**src/sv/c2p_pkg.sv**
```systemverilog
// ----------------------------------------------------------------------------
// c2p_pkg
// Shared widths, angle constants, arctangent table and the quadrant flags of
// the cartesian to polar converter.
// ----------------------------------------------------------------------------
package c2p_pkg;

    localparam int COORD_WIDTH_DEF    = 16;
    localparam int ROTATION_STEPS_DEF = 16;
    localparam int MAX_STEPS          = 32;
    localparam int PRESCALE           = 14;
    localparam int RADIUS_WIDTH       = 16;
    localparam int ANGLE_WIDTH        = 17;
    localparam int Z_WIDTH            = 25;
    localparam int FULL_WIDTH         = 25;
    localparam int ANGLE_FRAC         = 8;
    localparam int ANGLE_HALF_LSB     = 128;
    localparam int DEG90              = 5898240;
    localparam int DEG180             = 11796480;
    localparam int DEG360             = 23592960;
    localparam int ANGLE_MOD          = 92160;

    typedef struct packed {
        logic x_neg;
        logic y_neg;
        logic nonzero;
    } t_quad;

    // round(atan(2^-i) in degrees * 65536)
    function automatic logic [Z_WIDTH-1:0] atan_deg16(input int idx);
        logic [Z_WIDTH-1:0] v;
        case (idx)
            0:  v = Z_WIDTH'(2949120);
            1:  v = Z_WIDTH'(1740967);
            2:  v = Z_WIDTH'(919879);
            3:  v = Z_WIDTH'(466945);
            4:  v = Z_WIDTH'(234379);
            5:  v = Z_WIDTH'(117304);
            6:  v = Z_WIDTH'(58666);
            7:  v = Z_WIDTH'(29335);
            8:  v = Z_WIDTH'(14668);
            9:  v = Z_WIDTH'(7334);
            10: v = Z_WIDTH'(3667);
            11: v = Z_WIDTH'(1833);
            12: v = Z_WIDTH'(917);
            13: v = Z_WIDTH'(458);
            14: v = Z_WIDTH'(229);
            15: v = Z_WIDTH'(115);
            16: v = Z_WIDTH'(57);
            17: v = Z_WIDTH'(29);
            18: v = Z_WIDTH'(14);
            19: v = Z_WIDTH'(7);
            20: v = Z_WIDTH'(4);
            21: v = Z_WIDTH'(2);
            22: v = Z_WIDTH'(1);
            default: v = '0;
        endcase
        return v;
    endfunction

endpackage

```
**src/sv/c2p_sqrt.sv**
```systemverilog
// ----------------------------------------------------------------------------
// c2p_sqrt
// Radius pipeline: squares, sum, one root bit per stage, then rounding to
// nearest and saturation. Output is delayed to the common pipeline depth.
// ----------------------------------------------------------------------------
module c2p_sqrt #(
    parameter int COORD_WIDTH = c2p_pkg::COORD_WIDTH_DEF,
    parameter int LAT         = COORD_WIDTH + 3
) (
    input  logic                             i_clk,
    input  logic                             i_en,
    input  logic [COORD_WIDTH-1:0]           i_ax,
    input  logic [COORD_WIDTH-1:0]           i_ay,
    output logic [c2p_pkg::RADIUS_WIDTH-1:0] o_radius
);

    localparam int SW  = 2 * COORD_WIDTH;
    localparam int NB  = COORD_WIDTH;
    localparam int RMW = NB + 3;
    localparam int RW  = c2p_pkg::RADIUS_WIDTH;
    localparam int OWN = NB + 3;
    localparam int CW2 = (NB + 1 > RW) ? NB + 1 : RW;

    logic [SW-1:0]  r_sqx;
    logic [SW-1:0]  r_sqy;
    logic [SW-1:0]  r_sv   [0:NB];
    logic [RMW-1:0] r_rem  [0:NB];
    logic [NB-1:0]  r_root [0:NB];
    logic [RW-1:0]  r_out  [OWN:LAT];

    logic           up;
    logic [NB:0]    rr;
    logic           sat;

    // squares, then sum
    always_ff @(posedge i_clk) begin
        if (i_en) begin
            r_sqx    <= {{COORD_WIDTH{1'b0}}, i_ax} * {{COORD_WIDTH{1'b0}}, i_ax};
            r_sqy    <= {{COORD_WIDTH{1'b0}}, i_ay} * {{COORD_WIDTH{1'b0}}, i_ay};
            r_sv[0]   <= r_sqx + r_sqy;
            r_rem[0]  <= '0;
            r_root[0] <= '0;
        end
    end

    // one root bit per stage
    for (genvar k = 0; k < NB; k++) begin : g_digit
        logic [RMW-1:0] remsh;
        logic [RMW-1:0] trial;
        logic [RMW-1:0] n_rem;
        logic [NB-1:0]  n_root;

        always_comb begin
            remsh = {r_rem[k][RMW-3:0], r_sv[k][SW-1 -: 2]};
            trial = RMW'({r_root[k], 2'b01});
            if (remsh >= trial) begin
                n_rem  = remsh - trial;
                n_root = {r_root[k][NB-2:0], 1'b1};
            end else begin
                n_rem  = remsh;
                n_root = {r_root[k][NB-2:0], 1'b0};
            end
        end

        always_ff @(posedge i_clk) begin
            if (i_en) begin
                r_sv[k+1]   <= r_sv[k] << 2;
                r_rem[k+1]  <= n_rem;
                r_root[k+1] <= n_root;
            end
        end
    end

    // round to nearest, saturate
    always_comb begin
        up  = r_rem[NB] > RMW'(r_root[NB]);
        rr  = (NB+1)'(r_root[NB]) + (NB+1)'(up);
        sat = CW2'(rr) > CW2'({RW{1'b1}});
    end

    always_ff @(posedge i_clk) begin
        if (i_en) begin
            r_out[OWN] <= sat ? {RW{1'b1}} : RW'(rr);
        end
    end

    for (genvar j = OWN + 1; j <= LAT; j++) begin : g_pad
        always_ff @(posedge i_clk) begin
            if (i_en) begin
                r_out[j] <= r_out[j-1];
            end
        end
    end

    assign o_radius = r_out[LAT];

endmodule

```
**config.mk**
```make
export PLATFORM = sky130hd
export DESIGN_NAME = c2p_sqrt
export DESIGN_NICKNAME = d
export VERILOG_FILES = /design/src/sv/c2p_pkg.sv /design/src/sv/c2p_sqrt.sv
export SDC_FILE = /design/constraint.sdc
export NUM_CORES = 2
export LEC_CHECK = 0
export ABC_AREA = 1
export CAP_MARGIN = 20
export CORE_MARGIN = 2
export CORE_UTILIZATION = 35
export CTS_BUF_LIST = sky130_fd_sc_hd__clkbuf_16
export DETAILED_ROUTE_END_ITERATION = 7
export DONT_BUFFER_PORTS = 1
export PLACE_DENSITY = 0.49
export RECOVER_POWER = 100
export SLEW_MARGIN = 20
export SYNTH_ARGS = -nofsm -noshare
export SYNTH_HDL_FRONTEND = slang
export SYNTH_SLANG_ARGS = --single-unit
```
**constraint.sdc**
```tcl
create_clock -name i_clk -period 6.65 [get_ports i_clk]
set_input_delay 1.33 -clock i_clk [delete_from_list [all_inputs] [get_ports i_clk]]
set_output_delay 1.33 -clock i_clk [all_outputs]
set_load 0.05 [all_outputs]
```
# After elaboration in Yosys (flattened, before gate mapping)
# Memories as Yosys holds them, arrays and structs flattened.
# Index checks and enable logic that the tools add are counted.
word_totals:
  mem_count: 4
  in_bits: 34
  ramBits: 1155
  out_inout_bits: 16
  ff_bits: 64
  word_cells: 79
op_classes:
  n_mux: 35
  n_addsub: 18
  mul: 2
  order_cmp: 18
memory_table:
  columns: ["name", "words", "width", "rd", "rd_ports_with_merged_regs", "wr", "line_no", "source"]
  rows:
  - ["r_sv", 17, 32, 16, 0, 17, "c2p_sqrt.sv:26", "logic [SW-1:0] r_sv [0:NB];"]
  - ["r_rem", 17, 19, 17, 0, 17, "c2p_sqrt.sv:27", "logic [RMW-1:0] r_rem [0:NB];"]
  - ["r_root", 17, 16, 17, 0, 17, "c2p_sqrt.sv:28", "logic [NB-1:0] r_root [0:NB];"]
  - ["r_out", 1, 16, 1, 0, 1, "c2p_sqrt.sv:29", "logic [RW-1:0] r_out [OWN:LAT];"]
op_table:
  columns: ["cell", "count"]
  rows:
  - ["$ge A19 B18 Y1", 16]
  - ["$mux W19", 16]
  - ["$sub A19 B18 Y19", 16]
  - ["$mul A16 B16 Y32", 2]
  - ["$add A32 B32 Y32", 1]
  - ["$gt A19 B16 Y1", 1]
  - ["$mux W1", 18]
  - ["$add A16 B1 Y17", 1]
  - ["$gt A17 B16 Y1 const B", 1]
  - ["$mux W16", 1]

# Logic depth before layout (Yosys ltp)
# An unclocked memory read counts as a cell.
logic_depth:
  word_depth: 5
  depth_mapped: 27
  ltp_nobuf: 25

# Worst setup path before layout
# No wires, ideal clock.
synth_path:
  kind: "in2reg"
  from: "input i_ay[13]"
  to: "register r_sqy[28], data pin"
  cell_stages: 20
  required_time_ps: 6397
  arrival_time_ps: 6106
  setup_time_ps: 253
  slack_ps: 291
  n_path_buf: 2
  cell_sequence: "clkbuf_1 clkbuf_1 nand2_1 fa_1 fa_1 inv_1 fa_1 fa_1 fa_1 inv_1 fa_1 inv_1 ha_1 nand2_1 nor2_1 inv_1 o21ai_0 a21oi_1 nand3_1 nand2_1"
synth_via:
  elab_chain_len: 1
synth_rtl:
  columns: ["item", "line_no", "source"]
  rows:
  - ["from (decl)", "c2p_sqrt.sv:13", "input logic [COORD_WIDTH-1:0] i_ay,"]
  - ["$mul A16 B16 Y32", "c2p_sqrt.sv:39", "r_sqy <= {{COORD_WIDTH{1'b0}}, i_ay} * {{COORD_WIDTH{1'b0}}, i_ay};"]
  - ["to (signal assigned)", "c2p_sqrt.sv:39", null]
  - ["to (decl)", "c2p_sqrt.sv:25", "logic [SW-1:0] r_sqy;"]
# Every way passes these cells.
# A chain may end at the register's enable or synchronous reset.

# Final worst setup path
layout_path:
  from: "input i_ax[9]"
  to: "register r_sqx[28], data pin"
layout_via:
  elab_chain_len: 1
layout_rtl:
  columns: ["item", "line_no", "source"]
  rows:
  - ["from (decl)", "c2p_sqrt.sv:12", "input logic [COORD_WIDTH-1:0] i_ax,"]
  - ["$mul A16 B16 Y32", "c2p_sqrt.sv:38", "r_sqx <= {{COORD_WIDTH{1'b0}}, i_ax} * {{COORD_WIDTH{1'b0}}, i_ax};"]
  - ["to (signal assigned)", "c2p_sqrt.sv:38", null]
  - ["to (decl)", "c2p_sqrt.sv:24", "logic [SW-1:0] r_sqx;"]
# Every way passes these cells.

==> impl_metrics.env <==
export IMPL_ctsHtreeMaxLevel=3
export IMPL_synth_flop_cell="edfxtp_1"
export IMPL_clockBufferDepth=3
export IMPL_finalCritPeriodShare_pct=85.2
export IMPL_setup_violations=0
export IMPL_outcome="finished, violations left"
export IMPL_vdd_drop_max_mv=0.553
export IMPL_track_usage_pct=15.7
export IMPL_skew_ns=0.0299
export IMPL_synth_edff_count=742
export IMPL_die_area_mm2=0.159
export IMPL_seqPwrFrac_pct=26.8
export IMPL_drv_cap=2
export IMPL_layout_common_cells="nand2_1 (1743), inv_1 (1301), edfxtp_1 (742)"
export IMPL_switching_share_pct=45.3
export IMPL_diodes=0
export IMPL_grt_pass1_vias=39000
export IMPL_hold_violations=0
export IMPL_synth_seq_cells=742
export IMPL_path_clk_slew_ns=0.06
export IMPL_power_w=0.0273
export IMPL_num_vias=38100
export IMPL_end_kind="register"
export IMPL_ant_nets=0
export IMPL_syn_avg_cell_area_um2=8.84
export IMPL_place_congestion=0.854
export IMPL_firstDrtPassIters=6
export IMPL_max_freq_ghz=0.177
export IMPL_clk_latency_ns=0.69
export IMPL_synthesis_area_mm2=0.0544
export IMPL_ys_warn_count=0
export IMPL_fin_crit_ns=5.66
export IMPL_coreArea_mm2=0.154
export IMPL_die_w_um=398
export IMPL_fin_area_mm2=0.0592
export IMPL_post_drt_via_cell_ratio=4.61
export IMPL_start_util_pct=35.3
export IMPL_port_buffers=0
export IMPL_crit_fanout=16
export IMPL_hpwl_um=95400
export IMPL_synth_nets=6913
export IMPL_finalMaxSlewViolations=676
export IMPL_grt_overflow_total=0
export IMPL_violations="max-capacitance violations, max-slew violations"
export IMPL_die_y_um=398
export IMPL_cts_root_buf="clkbuf_16"
export IMPL_rsz0062_at_grt="false"
export IMPL_crit_required_ns=7.10
export IMPL_drt_total_wl_um=123000
export IMPL_crit_arrival_ns=6.11
export IMPL_cts_setup_buffers=0
export IMPL_ctsHoldBuffers=0
export IMPL_drive_above_1_share_pct=3.50
export IMPL_whs_ns=0.411
export IMPL_cts_tree="built"
export IMPL_synth_top_area_share_pct=40.9
export IMPL_p_clk_share_pct=17.7
export IMPL_worstSetupStartpointType="input port"
export IMPL_syn_inst=6155
export IMPL_drc_errors=0
export IMPL_antenna_found_initial=0
export IMPL_postPlaceCellArea_mm2=0.0565
export IMPL_final_util_pct=38.4
export IMPL_synth_area_leaders="edfxtp_1 (41%), nand2_1 (12%), fa_1 (12%)"
export IMPL_row_count=144
export IMPL_p_int_w=0.0149
export IMPL_syn2layout_area_growth_pct=8.71
export IMPL_cts_inserted_buffers=87
export IMPL_io_pins=50
export IMPL_grt_max_degree=743
export IMPL_tns_ns=0
export IMPL_worstSetupPathType="input port to register"
export IMPL_slew_headroom_pct=-157
export IMPL_grt_first_pass_wirelength_um=201000
export IMPL_post_cts_resized=0
export IMPL_synthArstFlopShare_pct=0
export IMPL_yosysUniqueCellTypes=49
export IMPL_total_leakage_power_nw=29.2
export IMPL_first_iter_violations=1976
export IMPL_ys_seq_area_share_pct=40.9
export IMPL_min_path_type="register to register"
export IMPL_synth_top_area_cell="edfxtp_1"
export IMPL_worst_pin_slew_ns=3.85
export IMPL_cts_num_sinks=742
export IMPL_routedWlPerCell_um=14.9
export IMPL_net_switching_power_w=0.0123
export IMPL_final_common_cell="nand2_1"
export IMPL_cellPowerDensity_mw_per_mm2=461
export IMPL_final_nets=6914
export IMPL_p_comb_share_pct=55.4
per-stage QoR:
| step | std cells | worst slack, ns |
|---|---|---|
| after floorplan | 6155 | 0.291 |
| after global placement | 8111 | 0.220 |
| after detailed placement | 8111 | 0.283 |
| after CTS | 8270 | 1.05 |
| after global routing | 8270 | 0.618 |
| final | 8270 | 0.985 |
routing by layer:
| metal | part of all wire [%] | vias to the layer above | GRT usage, % |
|---|---|---|---|
| met1 | 45 | 17900 | 19.8 |
| met3 | 3.1 | 151 | 1.86 |
| met2 | 50 | 541 | 28.1 |
| li1 | - | 19500 | - |
| met4 | 2.4 | 0 | 4.60 |
| met5 | 0 | - | 0 |
cells by family after synthesis:
| group | share of synthesized area (%) |
|---|---|
| flip-flops | 40.9 |
| adder cells (fa/ha/maj) | 21.1 |
| other | 0.00689 |
| XOR/XNOR | 2.75 |
| buffers and inverters | 9.86 |
| AND/OR/NAND/NOR | 20.4 |
| AO/OA/AOI/OAI | 4.87 |
power groups by stage:
stage	logic, W	clock network [W]	registers, W
after detailed placement	0.0154	0	0.00741
after global placement	0.0154	0	0.00741
after global routing	0.0176	0.00518	0.00738
after CTS	0.0155	0.00503	0.00732
after floorplan	0.0114	0	0.00713
final	0.0151	0.00484	0.00732
cells in the mapped netlist (16+ instances only):
| cell | n |
|---|---|
| inv_1 | 1281 |
| edfxtp_1 | 742 |
| o21ai_0 | 137 |
| xor2_1 | 127 |
| clkbuf_1 | 61 |
| nor2_1 | 355 |
| nand3_1 | 300 |
| o21bai_1 | 20 |
| nand2_1 | 1731 |
| a21oi_2 | 25 |
| inv_2 | 17 |
| a21oi_1 | 247 |
| nand2_2 | 23 |
| nand4_1 | 71 |
| xnor2_1 | 42 |
| nor3_1 | 56 |
| nand3b_1 | 39 |
| ha_1 | 400 |
| o21ai_1 | 16 |
| fa_1 | 324 |
state kept, by name, summed over array words and instances (netlist names):
register	flops
r_sv	272
r_rem	256
r_root	136
r_sqx	31
r_sqy	31
r_out	16
critical path, stage by stage:
cell and delay, ns:
nand2_1 0.09, inv_1 0.07, fa_1 0.54, inv_1 0.06
fa_1 0.53, inv_1 0.05, fa_1 0.49, inv_1 0.05
fa_1 0.53, inv_1 0.05, fa_1 0.47, inv_1 0.05
fa_1 0.48, inv_1 0.04, ha_1 0.32, nand2_1 0.16
inv_1 0.05, a21oi_1 0.24, nand3_1 0.19, nand3_1 0.13
nand3_1 0.07, nand2_1 0.07, nand2_1 0.05
final cells by class:
class | instances | area (um^2)
repair buffers | 2 | 11.3
well taps | 2044 | 2560
clock buffers | 87 | 2180
multi-input cells | 4024 | 26500
inverters | 1299 | 4880
flip-flops and latches | 742 | 22300
clock inverters | 72 | 737
fillers | 15900 | 95100
path summary, 6_finish.rpt:
check | to | slack, ns | from | depth (start not counted)
worst max-delay path | r_sqx[28]$_DFFE_PP_ | 0.99 | i_ax[9] | 23
worst min-delay path | r_sv[0][49]$_DFFE_PP_ | 0.41 | r_sv[0][15]$_DFFE_PP_ | 0
worst max register to register | r_rem[1][115]$_DFFE_PP_ | 2.94 | r_rem[1][99]$_DFFE_PP_ | 8
worst min register to register | r_sv[0][49]$_DFFE_PP_ | 0.41 | r_sv[0][15]$_DFFE_PP_ | 0
No activity file was read; power rests on OpenSTA's default activity.
