### config.mk
export PLATFORM = sky130hd
export DESIGN_NAME = c2p_cordic
export DESIGN_NICKNAME = d
export VERILOG_FILES = /design/src/sv/c2p_pkg.sv /design/src/sv/c2p_cordic.sv
export SDC_FILE = /design/constraint.sdc
export NUM_CORES = 2
export LEC_CHECK = 0
export ABC_AREA = 0
export BUFFER_PORTS_ARGS = -buffer_cell sky130_fd_sc_hd__buf_2
export CORE_ASPECT_RATIO = 0.7
export CORE_MARGIN = 5
export CORE_UTILIZATION = 45
export DETAILED_ROUTE_END_ITERATION = 16
export SLEW_MARGIN = 20
export SYNTH_ARGS = -nofsm -noshare
export SYNTH_HDL_FRONTEND = slang
export SYNTH_SLANG_ARGS = --single-unit
export TNS_END_PERCENT = 50
### constraint.sdc
create_clock -name i_clk -period 8.8 [get_ports i_clk]
set_input_delay 1.76 -clock i_clk [delete_from_list [all_inputs] [get_ports i_clk]]
set_output_delay 1.76 -clock i_clk [all_outputs]
set_load 0.005 [all_outputs]
### src/sv/c2p_pkg.sv
// ----------------------------------------------------------------------------
// c2p_pkg
// Shared widths, angle constants, arctangent table and the quadrant flags of
// the cartesian to polar converter.
// ----------------------------------------------------------------------------
package c2p_pkg;

    localparam int COORD_WIDTH_DEF    = 16;
    localparam int ROTATION_STEPS_DEF = 16;
    localparam int MAX_STEPS          = 32;
    localparam int PRESCALE           = 14;
    localparam int RADIUS_WIDTH       = 16;
    localparam int ANGLE_WIDTH        = 17;
    localparam int Z_WIDTH            = 25;
    localparam int FULL_WIDTH         = 25;
    localparam int ANGLE_FRAC         = 8;
    localparam int ANGLE_HALF_LSB     = 128;
    localparam int DEG90              = 5898240;
    localparam int DEG180             = 11796480;
    localparam int DEG360             = 23592960;
    localparam int ANGLE_MOD          = 92160;

    typedef struct packed {
        logic x_neg;
        logic y_neg;
        logic nonzero;
    } t_quad;

    // round(atan(2^-i) in degrees * 65536)
    function automatic logic [Z_WIDTH-1:0] atan_deg16(input int idx);
        logic [Z_WIDTH-1:0] v;
        case (idx)
            0:  v = Z_WIDTH'(2949120);
            1:  v = Z_WIDTH'(1740967);
            2:  v = Z_WIDTH'(919879);
            3:  v = Z_WIDTH'(466945);
            4:  v = Z_WIDTH'(234379);
            5:  v = Z_WIDTH'(117304);
            6:  v = Z_WIDTH'(58666);
            7:  v = Z_WIDTH'(29335);
            8:  v = Z_WIDTH'(14668);
            9:  v = Z_WIDTH'(7334);
            10: v = Z_WIDTH'(3667);
            11: v = Z_WIDTH'(1833);
            12: v = Z_WIDTH'(917);
            13: v = Z_WIDTH'(458);
            14: v = Z_WIDTH'(229);
            15: v = Z_WIDTH'(115);
            16: v = Z_WIDTH'(57);
            17: v = Z_WIDTH'(29);
            18: v = Z_WIDTH'(14);
            19: v = Z_WIDTH'(7);
            20: v = Z_WIDTH'(4);
            21: v = Z_WIDTH'(2);
            22: v = Z_WIDTH'(1);
            default: v = '0;
        endcase
        return v;
    endfunction

endpackage

### src/sv/c2p_cordic.sv
// ----------------------------------------------------------------------------
// c2p_cordic
// Angle pipeline: one vectoring rotation per stage on the magnitudes, then
// clamp and quadrant fold, then rounding to 1/256 degree with wrap at 360.
// ----------------------------------------------------------------------------
module c2p_cordic #(
    parameter int COORD_WIDTH    = c2p_pkg::COORD_WIDTH_DEF,
    parameter int ROTATION_STEPS = c2p_pkg::ROTATION_STEPS_DEF,
    parameter int LAT            = ROTATION_STEPS + 2
) (
    input  logic                            i_clk,
    input  logic                            i_en,
    input  logic [COORD_WIDTH-1:0]          i_ax,
    input  logic [COORD_WIDTH-1:0]          i_ay,
    input  c2p_pkg::t_quad                  i_quad,
    output logic [c2p_pkg::ANGLE_WIDTH-1:0] o_angle
);

    localparam int STEPS = (ROTATION_STEPS > c2p_pkg::MAX_STEPS) ?
                           c2p_pkg::MAX_STEPS : ROTATION_STEPS;
    localparam int CXW   = COORD_WIDTH + c2p_pkg::PRESCALE + 3;
    localparam int ZW    = c2p_pkg::Z_WIDTH;
    localparam int FW    = c2p_pkg::FULL_WIDTH;
    localparam int AW    = c2p_pkg::ANGLE_WIDTH;
    localparam int OWN   = STEPS + 2;

    localparam logic signed [ZW-1:0] Z_DEG90   = ZW'(c2p_pkg::DEG90);
    localparam logic [FW-1:0]        F_DEG90   = FW'(c2p_pkg::DEG90);
    localparam logic [FW-1:0]        F_DEG180  = FW'(c2p_pkg::DEG180);
    localparam logic [FW-1:0]        F_DEG360  = FW'(c2p_pkg::DEG360);
    localparam logic [FW-1:0]        F_HALF    = FW'(c2p_pkg::ANGLE_HALF_LSB);
    localparam logic [AW-1:0]        A_MOD     = AW'(c2p_pkg::ANGLE_MOD);

    logic signed [CXW-1:0] r_cx [0:STEPS-1];
    logic signed [CXW-1:0] r_cy [0:STEPS-1];
    logic signed [ZW-1:0]  r_z  [0:STEPS-1];
    c2p_pkg::t_quad        r_q  [0:STEPS-1];

    logic [FW-1:0]         r_full;
    c2p_pkg::t_quad        r_qf;
    logic [AW-1:0]         r_out [OWN:LAT];

    logic [FW-1:0]         t;
    logic [FW-1:0]         n_full;
    logic [FW-1:0]         rnd;
    logic [AW-1:0]         a;
    logic [AW-1:0]         n_angle;

    for (genvar k = 0; k < STEPS; k++) begin : g_rot
        logic signed [CXW-1:0] cx_in;
        logic signed [CXW-1:0] cy_in;
        logic signed [ZW-1:0]  z_in;
        c2p_pkg::t_quad        q_in;
        logic signed [CXW-1:0] dx;
        logic signed [CXW-1:0] dy;
        logic signed [ZW-1:0]  at;

        if (k == 0) begin : g_first
            assign cx_in = $signed({3'b000, i_ax, {c2p_pkg::PRESCALE{1'b0}}});
            assign cy_in = $signed({3'b000, i_ay, {c2p_pkg::PRESCALE{1'b0}}});
            assign z_in  = '0;
            assign q_in  = i_quad;
        end else begin : g_next
            assign cx_in = r_cx[k-1];
            assign cy_in = r_cy[k-1];
            assign z_in  = r_z[k-1];
            assign q_in  = r_q[k-1];
        end

        assign dx = cy_in >>> k;
        assign dy = cx_in >>> k;
        assign at = $signed(c2p_pkg::atan_deg16(k));

        always_ff @(posedge i_clk) begin
            if (i_en) begin
                if (cy_in > 0) begin
                    r_cx[k] <= cx_in + dx;
                    r_cy[k] <= cy_in - dy;
                    r_z[k]  <= z_in + at;
                end else begin
                    r_cx[k] <= cx_in - dx;
                    r_cy[k] <= cy_in + dy;
                    r_z[k]  <= z_in - at;
                end
                r_q[k] <= q_in;
            end
        end
    end

    // clamp to the first quadrant, then fold by quadrant
    always_comb begin
        if (r_z[STEPS-1] < 0) begin
            t = '0;
        end else if (r_z[STEPS-1] > Z_DEG90) begin
            t = F_DEG90;
        end else begin
            t = FW'(r_z[STEPS-1]);
        end
        case ({r_q[STEPS-1].x_neg, r_q[STEPS-1].y_neg})
            2'b00:   n_full = t;
            2'b01:   n_full = F_DEG360 - t;
            2'b10:   n_full = F_DEG180 - t;
            default: n_full = F_DEG180 + t;
        endcase
    end

    always_ff @(posedge i_clk) begin
        if (i_en) begin
            r_full <= n_full;
            r_qf   <= r_q[STEPS-1];
        end
    end

    // round to 1/256 degree, wrap at 360, angle 0 for the origin
    always_comb begin
        rnd = r_full + F_HALF;
        a   = rnd[FW-1:c2p_pkg::ANGLE_FRAC];
        if (!r_qf.nonzero) begin
            n_angle = '0;
        end else if (a >= A_MOD) begin
            n_angle = a - A_MOD;
        end else begin
            n_angle = a;
        end
    end

    always_ff @(posedge i_clk) begin
        if (i_en) begin
            r_out[OWN] <= n_angle;
        end
    end

    for (genvar j = OWN + 1; j <= LAT; j++) begin : g_pad
        always_ff @(posedge i_clk) begin
            if (i_en) begin
                r_out[j] <= r_out[j-1];
            end
        end
    end

    assign o_angle = r_out[LAT];

endmodule

Word-level counts from Yosys, hierarchy flattened

Memory sizes are Yosys's and may differ from the RTL's.
Index checks and enable logic that the tools add are counted.

Add/subtract/negate cells: 98
Order comparisons: 19
Equal/unequal tests: 2
Muxes and demuxes: 151
Bitwise gates (word level): 48
Reductions and logical operators: 1

Operators with widths:

| cell                                                                              | number |
|---|---|
| 33-bit two-way mux                                                                | 32 |
| 33-bit by 1-bit greater-than comparator with 1-bit output (second input constant) | 15 |
| 25-bit two-way mux                                                                | 18 |
| 1-bit two-way mux                                                                 | 98 |
| 25-bit one-hot mux with 3 select lines                                            | 1 |
| 33-bit by 18-bit adder with 33-bit output                                         | 2 |
| 33-bit by 19-bit adder with 33-bit output                                         | 2 |
| 33-bit by 20-bit adder with 33-bit output                                         | 2 |
| 33-bit by 21-bit adder with 33-bit output                                         | 2 |
| 33-bit by 22-bit adder with 33-bit output                                         | 2 |
| 33-bit by 23-bit adder with 33-bit output                                         | 2 |
| 33-bit by 24-bit adder with 33-bit output                                         | 2 |
| 33-bit by 25-bit adder with 33-bit output                                         | 2 |
| 33-bit by 26-bit adder with 33-bit output                                         | 2 |
| 33-bit by 27-bit adder with 33-bit output                                         | 2 |
| 33-bit by 28-bit adder with 33-bit output                                         | 2 |
| 33-bit by 29-bit adder with 33-bit output                                         | 2 |
| 33-bit by 30-bit adder with 33-bit output                                         | 2 |
| 33-bit by 31-bit adder with 33-bit output                                         | 2 |
| 33-bit by 32-bit adder with 33-bit output                                         | 2 |
| 33-bit by 18-bit subtractor with 33-bit output                                    | 2 |
| 33-bit by 19-bit subtractor with 33-bit output                                    | 2 |
| 33-bit by 20-bit subtractor with 33-bit output                                    | 2 |
| 33-bit by 21-bit subtractor with 33-bit output                                    | 2 |
| other kinds (56)                                                                  | 117 |

Flip-flop bits (word level): 26
Memory bits (writable): 1,521
Input bits: 37
Output and inout bits: 17
Memories kept: 5

Memory list:

| name  | words | width | rd ports | clocked after memory_dff | write ports | line             | RTL |
|---|---|---|---|---|---|---|---|
| r_cx  | 16    | 33    | 15       | 0                        | 16          | c2p_cordic.sv:34 | `logic signed [CXW-1:0] r_cx [0:STEPS-1];` |
| r_cy  | 16    | 33    | 15       | 0                        | 16          | c2p_cordic.sv:35 | `logic signed [CXW-1:0] r_cy [0:STEPS-1];` |
| r_z   | 16    | 25    | 16       | 0                        | 16          | c2p_cordic.sv:36 | `logic signed [ZW-1:0] r_z [0:STEPS-1];` |
| r_q   | 16    | 3     | 16       | 0                        | 16          | c2p_cordic.sv:37 | `c2p_pkg::t_quad r_q [0:STEPS-1];` |
| r_out | 1     | 17    | 1        | 0                        | 1           | c2p_cordic.sv:41 | `logic [AW-1:0] r_out [OWN:LAT];` |

Logic depth before layout (Yosys ltp)

An unclocked memory read counts as a cell.

Depth in word-level cells: 6
Gate-level depth with buffers: 29
Depth with buffers taken out: 27

Worst setup path before layout

Ideal clock, no wire load.

Path type: in2reg
Start point: input port i_en
End point: memory r_cy[1][30] (netlist bit) (data pin)
Arrival: 6,398 ps
Setup slack: 2,136 ps
Stages: 21
Buffers on the path: 4
Path through: buf_4 -> clkbuf_1 -> o21ai_1 -> inv_1 -> clkbuf_1 -> buf_1 -> nor2_1 -> xor2_1 -> ha_1 -> nor2b_1 -> o31a_1 -> o21bai_1 -> a21oi_1 -> a211o_1 -> o31ai_1 -> o211ai_1 -> a311oi_1 -> a21bo_2 -> a21boi_0 -> o41ai_1 -> xnor2_1

RTL lines:

| what            | line             | RTL |
|---|---|---|
| start, declared | c2p_cordic.sv:12 | `input logic i_en,` |
| end, declared   | c2p_cordic.sv:35 |  |

==> impl_metrics.env <==
export IMPL_die_h_microns=412
export IMPL_tightest_slew_ns=1.07
export IMPL_clockBufferDepth=4
export IMPL_dp_cells=13800
export IMPL_drive_gt1_share_pct=4.44
export IMPL_start_kind="flip-flop"
export IMPL_grt_max_degree=102
export IMPL_drt_pass1_iter_count=5
export IMPL_syn_num_nets=12100
export IMPL_drc_errors=0
export IMPL_status="finished, final reports clean"
export IMPL_dieArea_sq_mm=0.241
export IMPL_grt_pass1_wl_microns=439000
export IMPL_routedWlPerCell_microns=20.2
export IMPL_clkTransAtPathRegs_ns=0.07
export IMPL_postSynthCellCount=10800
export IMPL_skew_ns=0.0535
export IMPL_avgSynthCellArea_sq_um=9.60
export IMPL_post_cts_setup_buffers=0
export IMPL_cp_max_fo=41
export IMPL_cp_data_required_time_ns=9.34
export IMPL_ys_warn_count=0
export IMPL_tritoncts="done"
export IMPL_synth_seq_cells=1268
export IMPL_final_cell_mix="edfxtp_1 (1,268), ha_1 (1,161), xnor2_1 (997)"
export IMPL_worst_setup_path_end_kind="flip-flop"
export IMPL_synth_distinct_cells=94
export IMPL_final_common_cell="edfxtp_1"
export IMPL_syn2layout_area_growth_pct=8.16
export IMPL_min_path_type="flip-flop to flip-flop"
export IMPL_floorplan_initialDensity_pct=45.3
export IMPL_grt_pass1_vias=76700
export IMPL_async_reset_ff_share_pct=0
export IMPL_clockRootBuffer="clkbuf_16"
export IMPL_die_w_microns=584
export IMPL_synth_edff_count=1268
export IMPL_maxSlewHeadroom_pct=27.8
export IMPL_post_route_min_period_ns=7.81
export IMPL_numCtsBuffers=146
export IMPL_fin_crit_sh_pct=88.7
export IMPL_fmax_ghz=0.128
export IMPL_rsz0062_at_grt="no"
export IMPL_antenna_left=0
export IMPL_placed_cell_area_sq_mm=0.108
export IMPL_synth_top_flop_cell="edfxtp_1"
export IMPL_drt_iter0_drc=7694
export IMPL_rows=147
export IMPL_ys_seq_area_share_pct=36.7
export IMPL_viasPerCell=5.86
export IMPL_antenna_found_initial=21
export IMPL_setup_viol=0
export IMPL_htreeDepth=4
export IMPL_drt_total_wl_microns=284000
export IMPL_num_vias=82500
export IMPL_drv_slew=0
export IMPL_design_area_sq_mm=0.112
export IMPL_place_hpwl_microns=226000
export IMPL_finalWeightedCongestion=0.944
export IMPL_cts_resized=0
export IMPL_num_nets_final=12100
export IMPL_cap_violations=0
export IMPL_num_fill_cells=21200
export IMPL_synth_area_sq_mm=0.104
export IMPL_critPathKind="flip-flop to flip-flop"
export IMPL_clock_latency_ns=0.81
export IMPL_grt_ovfl_total=0
export IMPL_instances_no_fill=14100
export IMPL_place_port_buffers=53
export IMPL_postCtsHoldBufs=0
export IMPL_grt_usage_pct=22.8
export IMPL_finalHoldViolCount=0
export IMPL_clkSinkCount=1268
export IMPL_ios=54
export IMPL_arrival_ns=8.35
export IMPL_coreArea_sq_mm=0.230
export IMPL_setup_tns_ns=0
==> state kept, by name (all words and copies together), names as in the netlist <==
name,flops
r_cy,444
r_q,48
r_full,18
r_z,348
r_cx,392
r_qf,1
r_out,17
==> path summary, 6_finish.rpt <==
path / slack (ns) / startpoint / endpoint / cells after the start
worst max-delay path: 0.99 / r_cy[1][81] / r_cy[1][130] / 25
worst min-delay path: 0.39 / r_q[0][8] / r_q[0][11] / 0
worst max register to register: 0.99 / r_cy[1][81] / r_cy[1][130] / 25
worst min register to register: 0.39 / r_q[0][8] / r_q[0][11] / 0
==> kinds of logic after synthesis <==
family | synth area share (%)
and+or+nand+nor | 14.3
DFF | 36.7
buffers and inverters | 2.38
xor gates and xnor gates | 13.0
muxes | 0.694
adders and majority gates | 14.7
other | 0.00361
AOI/OAI and AO/OA | 18.3
==> synth_stat cells (48+ instances only) <==
library cell,count,share of area (%)
edfxtp_1,1268,37
o21a_1,151,1.1
or4_1,48,0.35
nor2b_1,145,0.87
o21ai_0,644,3.1
a21oi_1,948,4.6
o21bai_1,122,0.88
nand2_1,701,2.5
nor2_1,970,3.5
a211oi_1,90,0.65
xnor2_1,997,8.4
nor4_1,101,0.61
a31oi_1,86,0.52
clkbuf_1,145,0.52
a21o_1,335,2.4
ha_1,1161,14
and3_1,87,0.52
nand2b_1,167,1.0
xor2_1,550,4.6
nand3_1,220,1.1
o31ai_1,131,0.95
o41ai_1,71,0.60
and2_1,64,0.39
nor3_1,306,1.5
inv_1,464,1.7
or3_1,107,0.64
==> layer usage <==
layer / GRT usage [%] / share of wire, % / wire length [microns]
met1: 35.3 / 49 / 140000
met2: 32.5 / 40 / 114000
met5: 0 / 0.0046 / 13
met4: 4.15 / 1.7 / 4950
met3: 5.00 / 8.9 / 25100
==> worst max-delay path, stage by stage (launching register included) <==
cell and delay [ns]:
edfxtp_1 0.49, or4_1 0.58, or2_2 0.34, nor3_2 0.29
nand2_1 0.15, or3_1 0.41, or3_1 0.49, nor2_1 0.21
a21oi_2 0.04, buf_4 0.29, clkinv_1 0.10, buf_4 0.43
a21oi_1 0.10, xor2_1 0.18, ha_1 0.35, a21o_1 0.21
a21o_1 0.18, a21o_1 0.19, a221oi_1 0.82, o211ai_1 0.25
a2111oi_0 0.46, nor3_1 0.15, a31oi_1 0.34, o21ai_0 0.15
a21oi_1 0.20, xnor2_1 0.08
==> area by class of cell <==
cell class                      instances  area, sq um  share of cell area (%)
Tap cell                             3054         3820                    3.40
Multi-Input combinational cell       8906        63400                    56.4
Sequential cell                      1268        38100                    33.9
Antenna cell                            1         2.50                 0.00223
Clock buffer                          168         3780                    3.36
Inverter                              473         1780                    1.58
Timing Repair Buffer                  120          812                   0.723
Clock inverter                         79          699                   0.623
==> through the flow <==
step / hold WS (ns) / worst slack (ns) / util (%)
after floorplan: 0.400 / 2.14 / -
final: 0.390 / 0.992 / 48.9
after global routing: 0.392 / 0.466 / 48.9
after global placement: 0.401 / 0.932 / 47.0
after detailed placement: 0.405 / 1.06 / 47.0
after CTS: 0.384 / 1.16 / 48.9
Power is left out: the tool's default activity adds up to more than one toggle a clock period on the data nets, which glitch-free logic cannot reach.
